<file path="src/hw/rtl/med_pkg.sv">
// package for the majority element detector
// shared constants, controller states and controller/datapath command and status types
`default_nettype none

package med_pkg;

    localparam int unsigned VALUE_W   = 8;
    localparam int unsigned COUNT_W   = 16;
    localparam int unsigned BIN_DEPTH = 1 << VALUE_W;

    // item limit: smaller of the set limit and the counter range
    localparam logic [COUNT_W-1:0] ITEM_LIMIT = 16'hFFFF;
    localparam logic [COUNT_W-1:0] COUNT_MAX  = 16'hFFFF;

    localparam int unsigned S_TDATA_W = 8;
    localparam int unsigned M_TDATA_W = 48;

    typedef enum logic [0:0] {
        ST_IDLE,
        ST_UPDATE
    } ctrl_state_t;

    typedef struct packed {
        logic capture;  // accept an item, launch the histogram read
        logic update;   // read-modify-write the bin, publish on last
    } dp_cmd_t;

    typedef struct packed {
        logic item_last; // held item closes the set
        logic out_free;  // output register can take a result this cycle
    } dp_status_t;

endpackage

`default_nettype wire

</file>
<file path="src/hw/rtl/majority_element_detector.sv">
// top level of the majority element detector
// joins med_controller and med_datapath; uses med_pkg
//
//  channel  | dir | tdata fields (lsb first)                               | side
//  s_       | in  | value[7:0]; tlast marks the last item of a set         | items
//  m_       | out | found[0] majority_value[8:1] occurrences[24:9]         | results
//           |     | set_size[40:25] overflowed[41] zero[47:42]             |
//
// each item is first accepted with its histogram bin read, then the bin is written
// back and the best value updated (single-port histogram memory)
// one result per set, on the last item, held in an output register
// reset (aresetn low, synchronous) clears the bin valid bits and totals at once
// a last item stalls in its update cycle only while a previous result is not taken
`default_nettype none

module majority_element_detector (
    input  wire logic                              aclk,
    input  wire logic                              aresetn,
    input  wire logic                              s_tvalid,
    output logic                                   s_tready,
    input  wire logic [med_pkg::S_TDATA_W-1:0]     s_tdata,   // value[7:0]
    input  wire logic                              s_tlast,
    output logic                                   m_tvalid,
    input  wire logic                              m_tready,
    output logic [med_pkg::M_TDATA_W-1:0]          m_tdata    // found, majority_value,
                                                              // occurrences, set_size,
                                                              // overflowed, zero pad
);

    med_pkg::dp_cmd_t    cmd;
    med_pkg::dp_status_t status;

    med_controller u_ctrl (
        .aclk     (aclk),
        .aresetn  (aresetn),
        .s_tvalid (s_tvalid),
        .s_tready (s_tready),
        .status   (status),
        .cmd      (cmd)
    );

    med_datapath u_dp (
        .aclk     (aclk),
        .aresetn  (aresetn),
        .in_value (s_tdata[med_pkg::VALUE_W-1:0]),
        .in_last  (s_tlast),
        .cmd      (cmd),
        .status   (status),
        .m_tvalid (m_tvalid),
        .m_tready (m_tready),
        .m_tdata  (m_tdata)
    );

endmodule

`default_nettype wire

</file>
<file path="src/hw/rtl/med_datapath.sv">
// datapath of the majority element detector: histogram memory, bin valid bits,
// running totals and the result register; uses med_pkg
`default_nettype none

module med_datapath (
    input  wire logic                            aclk,
    input  wire logic                            aresetn,
    input  wire logic [med_pkg::VALUE_W-1:0]     in_value,
    input  wire logic                            in_last,
    input  wire med_pkg::dp_cmd_t                cmd,
    output med_pkg::dp_status_t                  status,
    output logic                                 m_tvalid,
    input  wire logic                            m_tready,
    output logic [med_pkg::M_TDATA_W-1:0]        m_tdata
);

    logic [med_pkg::COUNT_W-1:0] bin_mem [med_pkg::BIN_DEPTH];
    logic [med_pkg::COUNT_W-1:0] rdata_reg;
    logic [med_pkg::BIN_DEPTH-1:0] bin_valid_reg, bin_valid_next;

    logic [med_pkg::VALUE_W-1:0] value_reg;
    logic                        last_reg;

    logic [med_pkg::COUNT_W-1:0] total_reg, total_next;
    logic [med_pkg::COUNT_W-1:0] best_cnt_reg, best_cnt_next;
    logic [med_pkg::VALUE_W-1:0] best_val_reg, best_val_next;
    logic                        ovf_reg, ovf_next;

    logic                         out_valid_reg, out_valid_next;
    logic [med_pkg::M_TDATA_W-1:0] out_data_reg, out_data_next;

    logic [med_pkg::COUNT_W-1:0] count_cur;
    logic [med_pkg::COUNT_W-1:0] count_new;
    logic                        at_limit;
    logic                        bin_write;
    logic [med_pkg::COUNT_W-1:0] total_upd;
    logic [med_pkg::COUNT_W-1:0] best_cnt_upd;
    logic [med_pkg::VALUE_W-1:0] best_val_upd;
    logic                        ovf_upd;
    logic                        found;

    // histogram memory, registered read at accept time
    always_ff @(posedge aclk) begin
        if (bin_write) begin
            bin_mem[value_reg] <= count_new;
        end
        if (cmd.capture) begin
            rdata_reg <= bin_mem[in_value];
            value_reg <= in_value;
            last_reg  <= in_last;
        end
    end

    always_comb begin
        count_cur = bin_valid_reg[value_reg] ? rdata_reg : '0;
        count_new = (count_cur != med_pkg::COUNT_MAX) ? count_cur + 1'b1 : count_cur;
        at_limit  = (total_reg == med_pkg::ITEM_LIMIT);
        bin_write = cmd.update && !at_limit;

        total_upd    = total_reg;
        best_cnt_upd = best_cnt_reg;
        best_val_upd = best_val_reg;
        ovf_upd      = ovf_reg;
        if (at_limit) begin
            ovf_upd = 1'b1;
        end else begin
            total_upd = total_reg + 1'b1;
            if (count_new > best_cnt_reg) begin
                best_cnt_upd = count_new;
                best_val_upd = value_reg;
            end
        end

        found = {best_cnt_upd, 1'b0} > {1'b0, total_upd};

        status.item_last = last_reg;
        status.out_free  = !out_valid_reg || m_tready;

        total_next     = total_reg;
        best_cnt_next  = best_cnt_reg;
        best_val_next  = best_val_reg;
        ovf_next       = ovf_reg;
        bin_valid_next = bin_valid_reg;
        out_valid_next = out_valid_reg && !m_tready;
        out_data_next  = out_data_reg;

        if (cmd.update) begin
            if (last_reg) begin
                // publish and clear for the next set
                out_valid_next = 1'b1;
                out_data_next  = {6'd0, ovf_upd, total_upd, best_cnt_upd, best_val_upd, found};
                total_next     = '0;
                best_cnt_next  = '0;
                best_val_next  = '0;
                ovf_next       = 1'b0;
                bin_valid_next = '0;
            end else begin
                total_next    = total_upd;
                best_cnt_next = best_cnt_upd;
                best_val_next = best_val_upd;
                ovf_next      = ovf_upd;
                if (bin_write) begin
                    bin_valid_next[value_reg] = 1'b1;
                end
            end
        end
    end

    always_ff @(posedge aclk) begin
        if (!aresetn) begin
            total_reg     <= '0;
            best_cnt_reg  <= '0;
            best_val_reg  <= '0;
            ovf_reg       <= 1'b0;
            bin_valid_reg <= '0;
            out_valid_reg <= 1'b0;
        end else begin
            total_reg     <= total_next;
            best_cnt_reg  <= best_cnt_next;
            best_val_reg  <= best_val_next;
            ovf_reg       <= ovf_next;
            bin_valid_reg <= bin_valid_next;
            out_valid_reg <= out_valid_next;
        end
    end

    always_ff @(posedge aclk) begin
        out_data_reg <= out_data_next;
    end

    assign m_tvalid = out_valid_reg;
    assign m_tdata  = out_data_reg;

endmodule

`default_nettype wire

</file>
<file path="src/hw/rtl/med_controller.sv">
// controller state machine of the majority element detector
// sequences accept and histogram update; uses med_pkg
`default_nettype none

module med_controller (
    input  wire logic                aclk,
    input  wire logic                aresetn,
    input  wire logic                s_tvalid,
    output logic                     s_tready,
    input  wire med_pkg::dp_status_t status,
    output med_pkg::dp_cmd_t         cmd
);

    med_pkg::ctrl_state_t state_reg, state_next;

    always_ff @(posedge aclk) begin
        if (!aresetn) begin
            state_reg <= med_pkg::ST_IDLE;
        end else begin
            state_reg <= state_next;
        end
    end

    always_comb begin
        state_next  = state_reg;
        s_tready    = 1'b0;
        cmd.capture = 1'b0;
        cmd.update  = 1'b0;
        unique case (state_reg)
            med_pkg::ST_IDLE: begin
                s_tready = 1'b1;
                if (s_tvalid) begin
                    cmd.capture = 1'b1;
                    state_next  = med_pkg::ST_UPDATE;
                end
            end
            med_pkg::ST_UPDATE: begin
                // a closing item waits for room in the output register
                if (!status.item_last || status.out_free) begin
                    cmd.update = 1'b1;
                    state_next = med_pkg::ST_IDLE;
                end
            end
            default: begin
                state_next = med_pkg::ST_IDLE;
            end
        endcase
    end

endmodule

`default_nettype wire

</file>
<file path="config.mk">
export PLATFORM = sky130hd
export DESIGN_NAME = majority_element_detector
export DESIGN_NICKNAME = d
export VERILOG_FILES = /design/src/hw/rtl/med_pkg.sv /design/src/hw/rtl/majority_element_detector.sv /design/src/hw/rtl/med_datapath.sv /design/src/hw/rtl/med_controller.sv
export SDC_FILE = /design/constraint.sdc
export NUM_CORES = 2
export LEC_CHECK = 0
export BUFFER_PORTS_ARGS = -buffer_cell sky130_fd_sc_hd__clkbuf_2
export CAP_MARGIN = 20
export CORE_ASPECT_RATIO = 1.4
export CORE_MARGIN = 4
export CORE_UTILIZATION = 45
export CTS_BUF_LIST = sky130_fd_sc_hd__clkbuf_4 sky130_fd_sc_hd__clkbuf_8
export DETAILED_ROUTE_END_ITERATION = 16
export SKIP_CTS_REPAIR_TIMING = 1
export SYNTH_ARGS = -nofsm -noshare
export SYNTH_HDL_FRONTEND = slang
export SYNTH_SLANG_ARGS = --single-unit
</file>
<file path="constraint.sdc">
create_clock -name aclk -period 27.4 [get_ports aclk]
set_input_delay 4.11 -clock aclk [delete_from_list [all_inputs] [get_ports aclk]]
set_output_delay 4.11 -clock aclk [all_outputs]
set_load 0.02 [all_outputs]
</file>
==> results.txt <==
Cells on worst reg2reg path - 32
Status - complete, no violations
RSZ-0062 raised after global routing - no
Ratio of cells with drive above 1 in the final layout - 0.351
Hold Path Sink - u_dp.bin_valid_reg[15]
Num ports - 63
Nets@finish - 8305
Vias in the first global route - 84.9k
CP max FO - 152
Core box area - 379000 sq um
Slowest cell delay on critical path - 830 ps
Clk_lat worst skew - 1130 ps
Pin count of the biggest net entering global routing - 200
Max-Cap Viols - 0
FF-to-FF setup slack - 17370 ps
Post-synthesis register bit count - 4462
CP endpoint kind - flip-flop
XOR/XNOR Fraction of Synth Area - 0.00113
CTS clk-pin slew, worst paths - 70 ps
Fill count - 29.6k
Max Slew Vio Count - 0
DR DRC count - 0
Main combinational cell family by area after synthesis - multiplexers
Post-synth top area cell - edfxtp_1
Ys async rst share - 0
Synth warnings - 0
WL met3 - 30.0 mm
Period minus WS final - 10030 ps
Avg Inst Size Synth - 22.5 sq um
Worst setup path class - reg -> reg
Depth of the worst hold-timing path - 2
Number of flip-flops in the largest register - 4096
Die X - 529 um
Final setup viols - 0
Arr. time, crit path - 10870 ps
Synthesized area - 171000 sq um
Non-filler cells, final - 13.8k
Rows - 267
Capturing point of the worst reg2reg path - u_dp.m_tdata[0]
Placed cells - 12.6k
Max Used Layer - met5
Root Driver - clkbuf_8
Final Skew - 84.6 ps
Met2 WL - 231 mm
DR iter-0 viols - 9292
Compound-Gate Fraction of Synth Area - 0.0136
IO buf count - 56
CTS tree - built
Wl on met1 - 166 mm
ANT nets after route - 0
Detailed-route wire length per cell - 32.3 um
Post-Synth Adder-Cell Area - 0.00241
Final GP Congestion - 0.803
Routed vias/inst - 5.98
Mux share of post-synthesis cell area - 0.189
Reg-to-reg startpoint - u_dp.value_reg[1]
Synth cell types - 53
Share of the synthesized area in the top cell type - 0.730
H-Tree Level Count - 6
Simple-gate share of the synthesized area - 0.0179
Hold crit path type - reg -> reg
CTS max path bufs - 4
Antenna violations before repair - 28
Post-synth top flop - edfxtp_1
Post-synthesis sequential area ratio - 0.765
HPWL after detailed placement - 256 mm
Final Hold Vio Count - 0
Layout Area Growth over Synthesis - 12.5%
Hold Startpoint - u_dp.bin_valid_reg[15]
Hold WS - 464 ps
CP Launch Type - flip-flop
CTS Buf Count - 655
Total GRT Usage - 0.226
Die height - 738 um
DR pass1 iterations - 7
Slew Limit Headroom - 0.164
DRT Wirelength - 444 mm
F_max - 99.7 MHz
Vias - 82.3k
# clock sinks - 4462
Initial Util - 0.452
Crit-path slowest cell - buf_4
First-pass GRT wire length - 633 mm
Setup TNS - 0 ps
CP required - 28230 ps
Mapped Cells - 7609
Top post-synthesis cells by area - edfxtp_1 (73%), mux4_2 (19%), dfxtp_1 (3.5%)
Leak pwr - 60.6 nW
Power Total - 0.0135 W
VDD IR-drop max - 50.8 uV
DIE AREA - 391000 sq um
Number of flops mapped to enable cells by yosys - 4163
GRT overflow - 0
Pwr/cell area - 70.1 nW/um^2
Final period util - 0.366
Slew @ Worst Pin - 1250 ps
==> stage by stage <==
stage / util / instance area [sq um] / setup slack, ps
floorplan: - / 171000 / 9500
global route: 0.509 / 193000 / 16400
CTS: 0.509 / 192000 / 17130
detailed placement: 0.475 / 180000 / 16570
global placement: 0.474 / 180000 / 16600
finish: 0.509 / 193000 / 17370
==> per-layer routing <==
layer | vias up | GRT usage
li1 | 33406 | -
met1 | 44747 | 0.292
met2 | 3435 | 0.388
met3 | 706 | 0.0357
met4 | 12 | 0.0865
met5 | - | 0
==> layout by cell type (no fill, tap or decap), types with 7 or more instances in the layout <==
cell | netlist | routed
nor2_2 | 0 | 146
diode_2 | 0 | 34
inv_6 | 0 | 13
buf_8 | 0 | 14
nand4_1 | 12 | 12
clkbuf_2 | 0 | 50
nand2b_1 | 12 | 11
nor2_4 | 0 | 14
ha_1 | 33 | 33
a21oi_1 | 288 | 288
xnor2_1 | 11 | 11
and3_1 | 8 | 8
inv_1 | 35 | 34
clkinv_1 | 0 | 157
o21ai_0 | 24 | 23
nand3_1 | 28 | 27
clkinvlp_4 | 0 | 20
dfxtp_1 | 299 | 299
clkinv_2 | 0 | 44
xor2_1 | 11 | 11
clkbuf_4 | 0 | 205
nor2_1 | 574 | 414
clkbuf_8 | 0 | 681
edfxtp_1 | 4163 | 4163
mux2_2 | 20 | 20
buf_4 | 7 | 350
mux4_2 | 1424 | 1424
nand2_2 | 0 | 13
a22o_1 | 19 | 19
bufinv_16 | 0 | 18
a22oi_1 | 39 | 39
nor3_2 | 0 | 7
buf_16 | 0 | 10
nand2_1 | 54 | 41
nor2b_1 | 24 | 22
buf_12 | 0 | 16
==> cell usage after synthesis, drive strengths merged, types with 2 or more instances <==
cell type and count:
nor3 12, or2 2, a22oi 39, clkbuf 311, xor2 11, nor4 5, o211a 3, nand3 28
o21ai 26, nand2b 12, ha 33, nor2b 24, nor2 574, a21oi 288, a211o 2, dfxtp 299
a31oi 3, inv 35, o21a 6, xnor2 11, a21o 6, and2 8, nand2 54, and3 8
mux4 1424, o41ai 3, edfxtp 4163, a211oi 3, a22o 19, mux2 21, o211ai 2, o2bb2ai 3
or3 2, and4 3, buf 144, nand4 12
==> worst max-delay path: cells and delay by family (launching register included) <==
family	cells	cell delay, ps
compound gates	13	2940
fa+ha+maj	3	1070
buf+inv	2	1140
flops	1	780
mux	3	1400
simple gates	11	2330
==> power by group <==
| group | internal (W) | switching (W) | leakage [nW] |
|---|---|---|---|
| clock | 0.00275 | 0.00250 | 6.61 |
| sequential | 0.00749 | 0.0000227 | 40.6 |
| combinational | 0.000271 | 0.000487 | 13.4 |
| total | 0.0105 | 0.00301 | 60.6 |
==> cells by family (layout without fill, tap and decap cells) <==
| logic type | after synthesis | in the layout |
|---|---|---|
| fa+ha+maj | 33 | 33 |
| buf+inv | 490 | 1621 |
| simple gates | 747 | 747 |
| flops | 4462 | 4462 |
| xor+xnor | 22 | 22 |
| other cells | 1 | 40 |
| mux | 1446 | 1446 |
| compound gates | 408 | 408 |
==> area by class of cell <==
| cell class | count | area (sq um) | area share |
|---|---|---|---|
| diodes | 34 | 85.1 | 0.000442 |
| clock buffers | 885 | 10900 | 0.0566 |
| clock inverters | 258 | 1700 | 0.00880 |
| multi-input cells | 2662 | 38900 | 0.202 |
| flip-flops and latches | 4462 | 131000 | 0.680 |
| repair buffers | 443 | 3710 | 0.0193 |
| inverters | 35 | 139 | 0.000721 |
| well taps | 4976 | 6230 | 0.0323 |
==> how the worst max path moves through the flow <==
stage	end	slack (ps)	startpoint
global placement	u_dp.rdata_reg[3]	16600	s_tdata[0]
detailed placement	u_dp.rdata_reg[3]	16570	s_tdata[0]
floorplan	u_dp.m_tdata[0]	9500	u_dp.value_reg[0]
CTS	u_dp.m_tdata[0]	17130	u_dp.value_reg[0]
finish	u_dp.m_tdata[0]	17370	u_dp.value_reg[1]
global route	u_dp.m_tdata[0]	16400	u_dp.value_reg[0]
(Power assumes the default switching activity.)
